**src/rtl/core/sac_pkg.sv**
```systemverilog
// ----------------------------------------------------------------------------
// sac_pkg
// shared widths, sideband type and saturation helper for the swept box test
// ----------------------------------------------------------------------------
package sac_pkg;

  localparam int COORD_BITS = 24;
  localparam int HALF_BITS  = COORD_BITS - 2;
  localparam int FT_W       = 32;
  localparam int RES_W      = 32;
  localparam int EXT_W      = COORD_BITS + 1;
  localparam int GAP_W      = COORD_BITS + 2;
  localparam int MAG_W      = COORD_BITS + 1;
  localparam int DIV_N      = MAG_W + FT_W;
  localparam int DVS_W      = FT_W + 1;
  localparam int WIDE_W     = DIV_N + 2;
  localparam int LAT        = DIV_N + 4;

  localparam int IN_RAW     = 6 * COORD_BITS + 4 * HALF_BITS;
  localparam int IN_W       = ((IN_RAW + 7) / 8) * 8;
  localparam int OUT_RAW    = 5 + 4 * RES_W;
  localparam int OUT_W      = ((OUT_RAW + 7) / 8) * 8;

  localparam int OFS_APX    = 0;
  localparam int OFS_APY    = OFS_APX + COORD_BITS;
  localparam int OFS_PRX    = OFS_APY + COORD_BITS;
  localparam int OFS_PRY    = OFS_PRX + COORD_BITS;
  localparam int OFS_AHW    = OFS_PRY + COORD_BITS;
  localparam int OFS_AHH    = OFS_AHW + HALF_BITS;
  localparam int OFS_BPX    = OFS_AHH + HALF_BITS;
  localparam int OFS_BPY    = OFS_BPX + COORD_BITS;
  localparam int OFS_BHW    = OFS_BPY + COORD_BITS;
  localparam int OFS_BHH    = OFS_BHW + HALF_BITS;

  localparam logic [FT_W-1:0] FT_RESET = FT_W'(1092);

  localparam logic signed [1:0] NRM_POS  = 2'sb01;
  localparam logic signed [1:0] NRM_NEG  = 2'sb11;
  localparam logic signed [1:0] NRM_ZERO = 2'sb00;

  localparam logic signed [RES_W-1:0] RES_MAX = {1'b0, {(RES_W-1){1'b1}}};
  localparam logic signed [RES_W-1:0] RES_MIN = {1'b1, {(RES_W-1){1'b0}}};

  typedef struct packed {
    logic            hit;
    logic            gx_neg;
    logic            gy_neg;
    logic            ex_neg;
    logic            ey_neg;
    logic            dx_zero;
    logic            dy_zero;
    logic            vx_neg;
    logic            vy_neg;
    logic [FT_W-1:0] ft;
  } side_t;

  function automatic logic signed [RES_W-1:0] sat32(input logic signed [WIDE_W-1:0] v);
    logic signed [WIDE_W-1:0] hi;
    logic signed [WIDE_W-1:0] lo;
    hi = $signed({{(WIDE_W-RES_W){1'b0}}, RES_MAX});
    lo = $signed({{(WIDE_W-RES_W){1'b1}}, RES_MIN});
    if (v > hi) begin
      sat32 = RES_MAX;
    end else if (v < lo) begin
      sat32 = RES_MIN;
    end else begin
      sat32 = v[RES_W-1:0];
    end
  endfunction

endpackage

```
**src/rtl/core/sac_back.sv**
```systemverilog
// ----------------------------------------------------------------------------
// sac_back
// signs, later-axis pick, normal, remaining time and saturation
// ----------------------------------------------------------------------------
module sac_back
  import sac_pkg::*;
(
  input  logic                    clk,
  input  logic                    en,
  input  logic [DIV_N-1:0]        q_ex,
  input  logic [DIV_N-1:0]        q_ey,
  input  logic [DIV_N-1:0]        q_vx,
  input  logic [DIV_N-1:0]        q_vy,
  input  side_t                   side,
  output logic                    overlap,
  output logic signed [1:0]       normal_x,
  output logic signed [1:0]       normal_y,
  output logic signed [RES_W-1:0] entry_time,
  output logic signed [RES_W-1:0] remaining_time,
  output logic signed [RES_W-1:0] velocity_x,
  output logic signed [RES_W-1:0] velocity_y
);

  logic signed [WIDE_W-1:0] exm, eym, vxm, vym, ex, ey;
  logic                     x_later;

  logic                     hit;
  logic signed [1:0]        nx, ny;
  logic signed [WIDE_W-1:0] et;
  logic                     et_inf;
  logic signed [RES_W-1:0]  vx, vy;
  logic [FT_W-1:0]          ft;

  logic signed [WIDE_W-1:0] rem;

  always_comb begin
    exm = $signed({2'b00, q_ex});
    eym = $signed({2'b00, q_ey});
    vxm = $signed({2'b00, q_vx});
    vym = $signed({2'b00, q_vy});
    ex  = side.ex_neg ? -exm : exm;
    ey  = side.ey_neg ? -eym : eym;
    if (side.dx_zero) begin
      x_later = 1'b0;
    end else if (side.dy_zero) begin
      x_later = 1'b1;
    end else begin
      x_later = (ex > ey);
    end
  end

  always_ff @(posedge clk) begin
    if (en) begin
      hit    <= side.hit;
      nx     <= x_later ? (side.gx_neg ? NRM_POS : NRM_NEG) : NRM_ZERO;
      ny     <= x_later ? NRM_ZERO : (side.gy_neg ? NRM_POS : NRM_NEG);
      et     <= x_later ? ex : ey;
      et_inf <= !x_later && side.dy_zero;
      vx     <= sat32(side.vx_neg ? -vxm : vxm);
      vy     <= sat32(side.vy_neg ? -vym : vym);
      ft     <= side.ft;
    end
  end

  assign rem = $signed({{(WIDE_W-FT_W){1'b0}}, ft}) - et;

  always_ff @(posedge clk) begin
    if (en) begin
      overlap <= hit;
      if (!hit) begin
        normal_x       <= NRM_ZERO;
        normal_y       <= NRM_ZERO;
        entry_time     <= '0;
        remaining_time <= '0;
        velocity_x     <= '0;
        velocity_y     <= '0;
      end else begin
        normal_x       <= nx;
        normal_y       <= ny;
        entry_time     <= et_inf ? RES_MIN : sat32(et);
        remaining_time <= et_inf ? RES_MAX : sat32(rem);
        velocity_x     <= vx;
        velocity_y     <= vy;
      end
    end
  end

endmodule

```
**config.mk**
```make
export PLATFORM = sky130hd
export DESIGN_NAME = sac_back
export DESIGN_NICKNAME = d
export VERILOG_FILES = /design/src/rtl/core/sac_pkg.sv /design/src/rtl/core/sac_back.sv
export SDC_FILE = /design/constraint.sdc
export NUM_CORES = 1
export LEC_CHECK = 0
export ABC_CLOCK_PERIOD_IN_PS = 9300
export BUFFER_PORTS_ARGS = -buffer_cell sky130_fd_sc_hd__buf_2
export CAP_MARGIN = 20
export CORE_ASPECT_RATIO = 1.75
export CORE_MARGIN = 4
export CORE_UTILIZATION = 57
export CTS_CLUSTER_DIAMETER = 60
export DETAILED_ROUTE_END_ITERATION = 7
export GPL_ROUTABILITY_DRIVEN = 1
export HOLD_SLACK_MARGIN = 0.12
export PLACE_DENSITY = 0.82
export SLEW_MARGIN = 15
export SYNTH_ARGS = -nofsm -noshare
export SYNTH_HDL_FRONTEND = slang
export SYNTH_SLANG_ARGS = --single-unit
export TNS_END_PERCENT = 50
```
**constraint.sdc**
```tcl
create_clock -name clk -period 9.3 [get_ports clk]
set_input_delay 0.93 -clock clk [delete_from_list [all_inputs] [get_ports clk]]
set_output_delay 0.93 -clock clk [all_outputs]
set_load 0.1 [all_outputs]
```
==> impl_results.md <==
* Hold path startpoint: side[1]
* CTS H-tree depth at 1
* Root Driver: sky130_fd_sc_hd__clkbuf_16
* Relative contribution of the clock network to total power at 27.2%
* Adder and majority gate portion of the synthesized area at 5.80%
* Relative area change from synthesis to final layout at 16.5%
* Hold/Removal Path Class: input port to register
* Total of flip-flops plus latches after synthesis at 294
* Slew margin rel. at 28.8%
* Xor/xnor share of the synthesized area at 10.2%
* Via count at 18.8k
* Max cap viols at 0
* Worst path buffer plus inverter count at 2
* Final standard cell utilization of the core at 67.4%
* Placed wire-length estimate after detailed placement at 57200 um
* Post-CTS Repair Setup Buffers at 0
* Unrepaired setup endpoints after global routing: false
* Final antenna-violating net count at 0
* Synthesized instance count at 2138
* Final setup vio count at 0
* Library cell appearing most often on the critical path: sky130_fd_sc_hd__or4_4
* End point of the most critical hold path: ft[1]
* Final hold violations at 0
* Global-route wire length before repair at 107000 um
* Die outline height at 261 um
* Leakage power of the design at 9.83 nW
* Basic-gate share of the synthesized area counting and, or, nand and nor cells at 18.1%
* Final Slew Violations at 0
* Last weighted congestion value of the routability-driven placer at 1.01
* Cell with the biggest individual delay on the critical path: sky130_fd_sc_hd__or4b_2
* Largest stage delay on the critical path at 0.71 ns
* Post-synthesis mux area share at 3.28%
* Wire length after detailed routing at 72000 um
* Kind of cell with the highest combined delay on the critical path: simple AND/OR/NAND/NOR gates
* CP max FO at 17
* Via density at 6.26
* Peak Freq at 128 MHz
* Destination of the worst register-to-register timing path: remaining_time[30]
* EDFF count, synth at 294
* Final worst path period need at 7.83 ns
* Final period utilization at 84.2%
* Final sum of negative setup slack at 0 ns
* Total number of nets in the final design at 2868
* Overall overflow remaining after global route at 0
* Via count of the first global-routing pass at 18.8k
* Worst Reg-to-Reg Cells at 14
* Mean cell area of the mapped netlist at 9.75 um^2
* Sequential cell fraction of total power at 40.6%
* Share of flip-flops with an asynchronous set or reset at 0%
* Die area at 39800 um^2
* Critical path data required time at 9.72 ns
* Met3 demand-to-capacity share in global routing at 7.03%
* Worst EP arrival at 8.25 ns
* Antenna violations before repair at 19
* Routed wirelength normalized by instance count at 24.0 um
* Post-CTS sizing at 0
* Most common library cell in the layout ignoring fill and taps: sky130_fd_sc_hd__buf_2
* Pre-antenna DRT Iters at 5
* Pin count of the biggest net entering global routing at 141
* Yosys warns at 0
* Met2 capacity usage during global routing at 66.0%
* Deepest clock path buffer count at 3
* Compound-Gate Fraction of Synth Area at 16.4%
* Total of hold buffers inserted after clock tree synthesis at 0
* Placement row count at 92
* CP Cell Sequence: buf_2, or4_4, or3_4, or2_4, or4_4, or4_4, or4_4, or4_4, or4_4, o31ai_2, xor2_1, ha_1, a21o_1, a21oi_1, nor2b_1, o21ai_0, nand2b_1, a21oi_1, o21ai_0, or4b_2, a211oi_4, buf_4, mux2i_1
* Category of the worst setup path launch point: input port
* Net Sw Power at 1.58 mW
* Num CTS Buffers at 29
* Clock network latency to the later pin of the worst-skew pair at 0.59 ns
* Synth Cell Area at 20800 um^2
* # DRC at 0
* Met1 layer usage reported by global route at 34.3%
* Status: completed
* Die span in x at 153 um
* Register-to-register setup slack at 3.91 ns
* Switching Fraction at 37.6%
* Total track usage at 34.7%
* Initial Util at 57.8%
* Core ar. at 36000 um^2
* Post-Synthesis Net Count at 2505
* Port-buffer cells at 403
* Worst hold path depth at 1
* Fraction of final layout cells with drive strength greater than 1 at 20.6%
* R2r startpoint: et[14]
* Synth unique cells at 78
* Power Density at 173 nW/um^2
* Worst Setup Path Type: input port to register
* Internal cell power at 2.62 mW
* Levels on crit path at 23
* Number of ports placed on the die boundary at 404
* Clk_skew at 0.0307 ns
* Largest voltage drop on the vdd net at 0.171 mV
* Fill count at 2826
* First DRT Iteration DRCs at 1329
* Share of synthesized area occupied by flip-flops and latches at 42.4%
* Combinational share of power at 32.2%
* Transition time at the pin with the least slew margin at 1.07 ns
* Commonest register cell after synthesis: sky130_fd_sc_hd__edfxtp_1
* Nature of the critical path endpoint: register
* Clock tree from TritonCTS: yes
* Reg clk slew, reported paths at 0.07 ns
* Commonest non-fill, non-tap cells in the layout: sky130_fd_sc_hd__buf_2 (402), sky130_fd_sc_hd__edfxtp_1 (294), sky130_fd_sc_hd__xor2_1 (176)
* Routing layer with the top usage in global route: met2
* Main combinational cell family by area after synthesis: simple AND/OR/NAND/NOR gates
* Count of clock tree sinks at 294
==> per-layer routing <==
| metal | vias up | wire length (um) |
|---|---|---|
| li1 | 8732 | - |
| met1 | 8870 | 23200 |
| met2 | 909 | 38200 |
| met3 | 272 | 5300 |
| met4 | 16 | 5280 |
| met5 | - | 102 |
==> logic make-up after synthesis <==
| logic type | after synthesis |
|---|---|
| buf+inv | 213 |
| flops | 294 |
| xor+xnor | 242 |
| mux | 68 |
| simple gates | 694 |
| fa+ha+maj | 96 |
| compound gates | 531 |
==> area by class of cell <==
cell class	count	area [um^2]	area share, %
clock buffer	34	744	3.07
tap	470	588	2.42
multi-input combinational	1631	11300	46.4
sequential	294	8830	36.4
antenna	13	32.5	0.134
inverter	116	435	1.79
clock inverter	18	160	0.660
timing repair buffer	429	2220	9.15
==> sequential cells by signal, summed over array words and instances (netlist names), 2 cells and up <==
signal and cells:
entry_time 32, et 59, ft 32, normal_x 2
normal_y 2, nx 2, ny 2, remaining_time 32
velocity_x 32, velocity_y 32, vx 32, vy 32
==> synth_stat cells, types with 40 or more instances <==
library cell / n / area, um^2
sky130_fd_sc_hd__xor2_1: 176 / 1540
sky130_fd_sc_hd__inv_1: 116 / 435
sky130_fd_sc_hd__nor3_1: 67 / 335
sky130_fd_sc_hd__and2_1: 73 / 457
sky130_fd_sc_hd__xnor2_1: 65 / 569
sky130_fd_sc_hd__o21ai_0: 169 / 846
sky130_fd_sc_hd__mux2i_1: 65 / 651
sky130_fd_sc_hd__nand4_1: 40 / 250
sky130_fd_sc_hd__nor2_1: 95 / 357
sky130_fd_sc_hd__a21o_1: 52 / 390
sky130_fd_sc_hd__o31ai_1: 47 / 353
sky130_fd_sc_hd__edfxtp_1: 294 / 8830
sky130_fd_sc_hd__clkbuf_1: 86 / 323
sky130_fd_sc_hd__nand2_1: 157 / 589
sky130_fd_sc_hd__a21oi_1: 105 / 526
sky130_fd_sc_hd__ha_1: 95 / 1190
==> worst max path at each step <==
| stage | start | slack, ns | end |
|---|---|---|---|
| after floorplan | q_ey[14] | 1.67 | et[0] |
| after global placement | q_ey[14] | 1.04 | et[34] |
| after detailed placement | q_ey[14] | 0.96 | et[31] |
| after CTS | q_ey[14] | 1.54 | et[38] |
| after global routing | q_ey[6] | 1.23 | et[31] |
| final | q_ey[14] | 1.47 | et[31] |
==> power by group through the flow <==
stage | sequential [mW] | combinational (mW) | clock, mW
3_5_place_dp | 1.73 | 1.33 | 0
3_3_place_gp | 1.73 | 1.31 | 0
5_1_grt | 1.71 | 1.45 | 1.20
2_1_floorplan | 2.03 | 0.604 | 0
6_report | 1.71 | 1.35 | 1.14
4_1_cts | 1.70 | 1.34 | 1.15
==> through the flow <==
stage	cell area (um^2)	power (mW)	hold WS (ns)	instances	setup slack, ns
floorplan	20800	2.64	0.424	2138	1.67
global placement	23300	3.04	0.505	2940	1.04
detailed placement	23300	3.06	0.511	2940	0.958
CTS	24200	4.19	0.482	2992	1.54
global route	24300	4.36	0.493	3000	1.23
finish	24300	4.20	0.507	3005	1.47
Power figures use the tool's default switching activity.
