==> config.mk <==
export PLATFORM = sky130hd
export DESIGN_NAME = sac_front
export DESIGN_NICKNAME = d
export VERILOG_FILES = /design/src/rtl/core/sac_pkg.sv /design/src/rtl/core/sac_front.sv
export SDC_FILE = /design/constraint.sdc
export NUM_CORES = 2
export LEC_CHECK = 0
export ABC_AREA = 1
export BUFFER_PORTS_ARGS = -buffer_cell sky130_fd_sc_hd__buf_2
export CORE_ASPECT_RATIO = 0.5
export CORE_MARGIN = 1
export CORE_UTILIZATION = 64
export CTS_CLUSTER_SIZE = 28
export DETAILED_ROUTE_END_ITERATION = 7
export GPL_ROUTABILITY_DRIVEN = 1
export PLACE_DENSITY = 0.84
export RECOVER_POWER = 50
export SYNTH_ARGS = -nofsm -noshare
export SYNTH_HDL_FRONTEND = slang
export SYNTH_SLANG_ARGS = --single-unit
==> constraint.sdc <==
create_clock -name clk -period 9.53 [get_ports clk]
set_clock_uncertainty 0.1 [all_clocks]
set_input_delay 1.906 -clock clk [delete_from_list [all_inputs] [get_ports clk]]
set_output_delay 1.906 -clock clk [all_outputs]
set_load 0.05 [all_outputs]
==> src/rtl/core/sac_pkg.sv <==
// ----------------------------------------------------------------------------
// sac_pkg
// shared widths, sideband type and saturation helper for the swept box test
// ----------------------------------------------------------------------------
package sac_pkg;

  localparam int COORD_BITS = 24;
  localparam int HALF_BITS  = COORD_BITS - 2;
  localparam int FT_W       = 32;
  localparam int RES_W      = 32;
  localparam int EXT_W      = COORD_BITS + 1;
  localparam int GAP_W      = COORD_BITS + 2;
  localparam int MAG_W      = COORD_BITS + 1;
  localparam int DIV_N      = MAG_W + FT_W;
  localparam int DVS_W      = FT_W + 1;
  localparam int WIDE_W     = DIV_N + 2;
  localparam int LAT        = DIV_N + 4;

  localparam int IN_RAW     = 6 * COORD_BITS + 4 * HALF_BITS;
  localparam int IN_W       = ((IN_RAW + 7) / 8) * 8;
  localparam int OUT_RAW    = 5 + 4 * RES_W;
  localparam int OUT_W      = ((OUT_RAW + 7) / 8) * 8;

  localparam int OFS_APX    = 0;
  localparam int OFS_APY    = OFS_APX + COORD_BITS;
  localparam int OFS_PRX    = OFS_APY + COORD_BITS;
  localparam int OFS_PRY    = OFS_PRX + COORD_BITS;
  localparam int OFS_AHW    = OFS_PRY + COORD_BITS;
  localparam int OFS_AHH    = OFS_AHW + HALF_BITS;
  localparam int OFS_BPX    = OFS_AHH + HALF_BITS;
  localparam int OFS_BPY    = OFS_BPX + COORD_BITS;
  localparam int OFS_BHW    = OFS_BPY + COORD_BITS;
  localparam int OFS_BHH    = OFS_BHW + HALF_BITS;

  localparam logic [FT_W-1:0] FT_RESET = FT_W'(1092);

  localparam logic signed [1:0] NRM_POS  = 2'sb01;
  localparam logic signed [1:0] NRM_NEG  = 2'sb11;
  localparam logic signed [1:0] NRM_ZERO = 2'sb00;

  localparam logic signed [RES_W-1:0] RES_MAX = {1'b0, {(RES_W-1){1'b1}}};
  localparam logic signed [RES_W-1:0] RES_MIN = {1'b1, {(RES_W-1){1'b0}}};

  typedef struct packed {
    logic            hit;
    logic            gx_neg;
    logic            gy_neg;
    logic            ex_neg;
    logic            ey_neg;
    logic            dx_zero;
    logic            dy_zero;
    logic            vx_neg;
    logic            vy_neg;
    logic [FT_W-1:0] ft;
  } side_t;

  function automatic logic signed [RES_W-1:0] sat32(input logic signed [WIDE_W-1:0] v);
    logic signed [WIDE_W-1:0] hi;
    logic signed [WIDE_W-1:0] lo;
    hi = $signed({{(WIDE_W-RES_W){1'b0}}, RES_MAX});
    lo = $signed({{(WIDE_W-RES_W){1'b1}}, RES_MIN});
    if (v > hi) begin
      sat32 = RES_MAX;
    end else if (v < lo) begin
      sat32 = RES_MIN;
    end else begin
      sat32 = v[RES_W-1:0];
    end
  endfunction

endpackage

==> src/rtl/core/sac_front.sv <==
// ----------------------------------------------------------------------------
// sac_front
// box extents, overlap test, gaps, then gap-times-frame products
// ----------------------------------------------------------------------------
module sac_front
  import sac_pkg::*;
(
  input  logic                         clk,
  input  logic                         en,
  input  logic signed [COORD_BITS-1:0] a_pos_x,
  input  logic signed [COORD_BITS-1:0] a_pos_y,
  input  logic signed [COORD_BITS-1:0] a_prev_x,
  input  logic signed [COORD_BITS-1:0] a_prev_y,
  input  logic        [HALF_BITS-1:0]  a_half_w,
  input  logic        [HALF_BITS-1:0]  a_half_h,
  input  logic signed [COORD_BITS-1:0] b_pos_x,
  input  logic signed [COORD_BITS-1:0] b_pos_y,
  input  logic        [HALF_BITS-1:0]  b_half_w,
  input  logic        [HALF_BITS-1:0]  b_half_h,
  input  logic        [FT_W-1:0]       ft,
  output logic        [DIV_N-1:0]      dvd_ex,
  output logic        [DIV_N-1:0]      dvd_ey,
  output logic        [DVS_W-1:0]      dvs_x,
  output logic        [DVS_W-1:0]      dvs_y,
  output logic        [DIV_N-1:0]      dvd_vx,
  output logic        [DIV_N-1:0]      dvd_vy,
  output side_t                        side
);

  logic signed [EXT_W-1:0] aminx, amaxx, aminy, amaxy;
  logic signed [EXT_W-1:0] bminx, bmaxx, bminy, bmaxy;
  logic signed [EXT_W-1:0] ahw, ahh, bhw, bhh;
  logic signed [EXT_W-1:0] dx_c, dy_c;
  logic signed [GAP_W-1:0] gx_c, gy_c;
  logic                    hit_c;

  logic                    hit;
  logic signed [EXT_W-1:0] dx, dy;
  logic signed [GAP_W-1:0] gx, gy;
  logic        [FT_W-1:0]  ft1;

  logic signed [GAP_W-1:0] gxn, gyn;
  logic signed [EXT_W-1:0] dxn, dyn;
  logic        [MAG_W-1:0] gxm, gym;
  logic        [EXT_W-1:0] dxm, dym;

  always_comb begin
    ahw   = EXT_W'($signed({1'b0, a_half_w}));
    ahh   = EXT_W'($signed({1'b0, a_half_h}));
    bhw   = EXT_W'($signed({1'b0, b_half_w}));
    bhh   = EXT_W'($signed({1'b0, b_half_h}));
    aminx = EXT_W'(a_pos_x) - ahw;
    amaxx = EXT_W'(a_pos_x) + ahw;
    aminy = EXT_W'(a_pos_y) - ahh;
    amaxy = EXT_W'(a_pos_y) + ahh;
    bminx = EXT_W'(b_pos_x) - bhw;
    bmaxx = EXT_W'(b_pos_x) + bhw;
    bminy = EXT_W'(b_pos_y) - bhh;
    bmaxy = EXT_W'(b_pos_y) + bhh;
    hit_c = !(amaxx < bminx || bmaxx < aminx || bmaxy < aminy || amaxy < bminy);
    dx_c  = EXT_W'(a_pos_x) - EXT_W'(a_prev_x);
    dy_c  = EXT_W'(a_pos_y) - EXT_W'(a_prev_y);
    gx_c  = (dx_c > 0) ? (GAP_W'(bminx) - GAP_W'(amaxx)) : (GAP_W'(bmaxx) - GAP_W'(aminx));
    gy_c  = (dy_c > 0) ? (GAP_W'(bminy) - GAP_W'(amaxy)) : (GAP_W'(bmaxy) - GAP_W'(aminy));
  end

  always_ff @(posedge clk) begin
    if (en) begin
      hit <= hit_c;
      dx  <= dx_c;
      dy  <= dy_c;
      gx  <= gx_c;
      gy  <= gy_c;
      ft1 <= ft;
    end
  end

  // magnitudes for the unsigned dividers
  always_comb begin
    gxn = -gx;
    gyn = -gy;
    dxn = -dx;
    dyn = -dy;
    gxm = gx[GAP_W-1] ? gxn[MAG_W-1:0] : gx[MAG_W-1:0];
    gym = gy[GAP_W-1] ? gyn[MAG_W-1:0] : gy[MAG_W-1:0];
    dxm = dx[EXT_W-1] ? dxn : dx;
    dym = dy[EXT_W-1] ? dyn : dy;
  end

  always_ff @(posedge clk) begin
    if (en) begin
      dvd_ex       <= DIV_N'(gxm) * DIV_N'(ft1);
      dvd_ey       <= DIV_N'(gym) * DIV_N'(ft1);
      dvs_x        <= DVS_W'(dxm);
      dvs_y        <= DVS_W'(dym);
      dvd_vx       <= DIV_N'({dxm, 16'b0});
      dvd_vy       <= DIV_N'({dym, 16'b0});
      side.hit     <= hit;
      side.gx_neg  <= gx[GAP_W-1];
      side.gy_neg  <= gy[GAP_W-1];
      side.ex_neg  <= gx[GAP_W-1] ^ dx[EXT_W-1];
      side.ey_neg  <= gy[GAP_W-1] ^ dy[EXT_W-1];
      side.dx_zero <= (dx == '0);
      side.dy_zero <= (dy == '0);
      side.vx_neg  <= dx[EXT_W-1];
      side.vy_neg  <= dy[EXT_W-1];
      side.ft      <= ft1;
    end
  end

endmodule

==> impl_metrics.csv <==
group,metric,value,unit
logic_synthesis,synth_edf_count,340,
logic_synthesis,synth_top_area_cell,"fa_1",
cells_and_area,drive_above_1_share,6.694,%
clock_network,cts_root_buffer,"clkbuf_16",
timing,period_share,99.27,%
timing,rsz0062_at_grt,"no",
timing,maxSlewHeadroom,-204.0,%
logic_synthesis,yosysTopAreaCellShare,32.57,%
logic_synthesis,synth-adder-area-share,43.01,%
clock_network,clk_latency,640,ps
setup_path,cp.arrival,9760,ps
logic_synthesis,synthMuxAreaShare,0,%
route,remaining_drc_errors,29,
logic_synthesis,synth_top_family_by_area,"adder cells",
global_route,grt_max_degree,150,
logic_synthesis,yosysSeqAreaShare,11.97,%
floorplanning,io_pins,601,
cells_and_area,multi_input_area,63380,sq um
setup_path,critPathLaunchType,"flop",
timing,setup_violations,0,
logic_synthesis,yosys.area_share.xor_xnor,4.519,%
floorplanning,initial_core_util,64.70,%
cells_and_area,syn_to_final_growth,5.556,%
logic_synthesis,synthSimpleGateAreaFrac,19.55,%
route,viasPerCell,5.798,
placed_design,io_buffer_count,520,
logic_synthesis,ys_warn_count,0,
setup_path,required,9830,ps
cells_and_area,num-nets-final,13690,
logic_synthesis,synth_compound_area_share,6.844,%
global_route,antenna_found_initial,21,
route,drtPass1Iterations,8,
route,first_iter_violations,8266,
logic_synthesis,netlist_area,85310,sq um
timing,final-max-slew-violation-count,1267,
logic_synthesis,synth.area.top_cells,"fa_1, edfxtp_1, inv_1",
logic_synthesis,yosysMostFrequentCell,"inv_1",
clock_network,clk_pin_slew,80,ps
route,ant_nets,0,
floorplanning,die_w,518.3,microns
floorplanning,design.core.area,131800,sq um
setup_path,endpoint_kind,"flop",
timing,finalHoldViolCount,0,
clock_network,clock_sinks,340,
setup_path,worstPathMaxFanout,35,
logic_synthesis,avgSynthCellArea,7.710,sq um
logic_synthesis,async_flop_share,0,%
clock_network,ctsHoldBuffers,0,
global_route,grt_pass1_wl,423400,microns
floorplanning,die-area,134800,sq um
setup_path,r2r_cells,24,
global_route,grtUsageTotal,41.11,%
global_route,grt_pass1_vias,75300,
placed_design,place.gp.congestion,1.031,
timing,fmax,105.7,MHz
logic_synthesis,ys_seq_elements,340,
clock_network,cts_setup_buffers,0,
outcome,violations,"design-rule violations, max-capacitance violations, max-slew violations",
run,drv_cap,31,
logic_synthesis,yosysUniqueCellTypes,63,
clock_network,cts-resized-gates,0,
floorplanning,core.rowCount,94,
global_route,gr-total-overflow,0,
clock_network,cts-htree-levels,2,
worst_hold_path,hold_depth,0,
timing,setup_tns,0,ps
worst_hold_path,hold_class,"reg -> reg",
timing,period_needed,9460,ps
clock_network,numCtsBuffers,36,
setup_path,critPathKind,"reg -> reg",
placed_design,place_hpwl,226800,microns
timing,worst_pin_slew,4560,ps
floorplanning,die_y,260.2,microns
route,wirelength,276700,microns
logic_synthesis,synth_cells,11070,
route,wl_per_cell,21.06,microns
logic_synthesis,synthTopCellsByCount,"inv_1, nand2_1, fa_1",
cells_and_area,nFillCells,11100,
clock_network,cts_tree,"built",
cells_and_area,regArea,10210,sq um
logic_synthesis,synthFlopType,"edfxtp_1",
clock_network,cts_buffer_depth,3,
outcome,status,"finished with violations",
route,num_vias,76180,
[worst max-delay path, stage by stage (launching register included)]
cell and delay [ps]:
edfxtp_1 410, clkbuf_1 2170, nand2_1 290, fa_1 630, inv_1 50, fa_1 470, fa_1 550, inv_1 50
fa_1 490, inv_1 60, fa_1 440, fa_1 510, inv_1 50, fa_1 470, inv_1 40, ha_1 350
nand2_1 130, nor2_1 340, nand2_1 140, nor4_1 430, a21oi_1 260, o21ai_0 480, nand2_1 130, nand3_1 100
nand2_1 60
[worst paths after layout]
| kind | to | slack (ps) | start |
|---|---|---|---|
| setup / recovery | dvd_ey[51] | 70 | ft1[20] |
| hold / removal | side[40] | 340 | hit |
| setup reg to reg | dvd_ey[51] | 70 | ft1[20] |
| hold reg to reg | side[40] | 340 | hit |
[through the flow]
step	hold WS (ps)	util (%)	instances	area (sq um)	setup slack [ps]
floorplan	300.3	-	11140	85600	1972
global placement	310.7	67.46	13070	88940	857.9
detailed placement	326.5	67.46	13070	88940	750.1
CTS	342.6	68.42	13130	90200	709.0
global route	355.2	68.29	13130	90030	30.08
finish	337.6	68.30	13140	90050	69.76
[cell usage in the layout (no fill, tap or decap), types with 100 or more instances in the layout]
cell type / count
a21oi_1: 503
buf_2: 507
buf_4: 103
edfxtp_1: 340
fa_1: 1388
ha_1: 712
inv_1: 2482
nand2_1: 2270
nand3_1: 399
nor2_1: 1165
o21ai_0: 296
xnor2_1: 100
xor2_1: 329
[kinds of logic after synthesis]
| family | after synthesis |
|---|---|
| compound gates | 1051 |
| xor+xnor | 435 |
| fa+ha+maj | 2100 |
| buf+inv | 3026 |
| flops | 340 |
| other cells | 1 |
| simple gates | 4112 |
[registers in the layout (all words and copies together), names as in the netlist]
register  count
dvd_ex       57
dvd_ey       57
dvd_vy       25
dvs_x        25
dx           25
dy           25
ft1          32
gx           26
gy           26
hit           1
side         41
[area by class of cell]
| cell class | instances | area share [%] |
|---|---|---|
| repair buffers | 657 | 3.893 |
| well taps | 1776 | 2.468 |
| multi-input cells | 7778 | 70.39 |
| flip-flops and latches | 340 | 11.34 |
| diodes | 10 | 0.02779 |
| clock buffers | 41 | 1.045 |
| clock inverters | 23 | 0.3585 |
| inverters | 2514 | 10.48 |
[per-layer routing]
metal	routed length, microns	share of wire, %	global-route usage [%]	vias to the layer above
li1	-	-	-	33740
met3	41440	15	15.31	951
met5	399	0.14	1.282	-
met4	13850	5.0	17.28	26
met1	106300	38	54.89	36650
met2	114800	41	60.05	4819
Power is not shown: default switching activity piles up to over one toggle a cycle in this logic, so the estimate is an artifact.
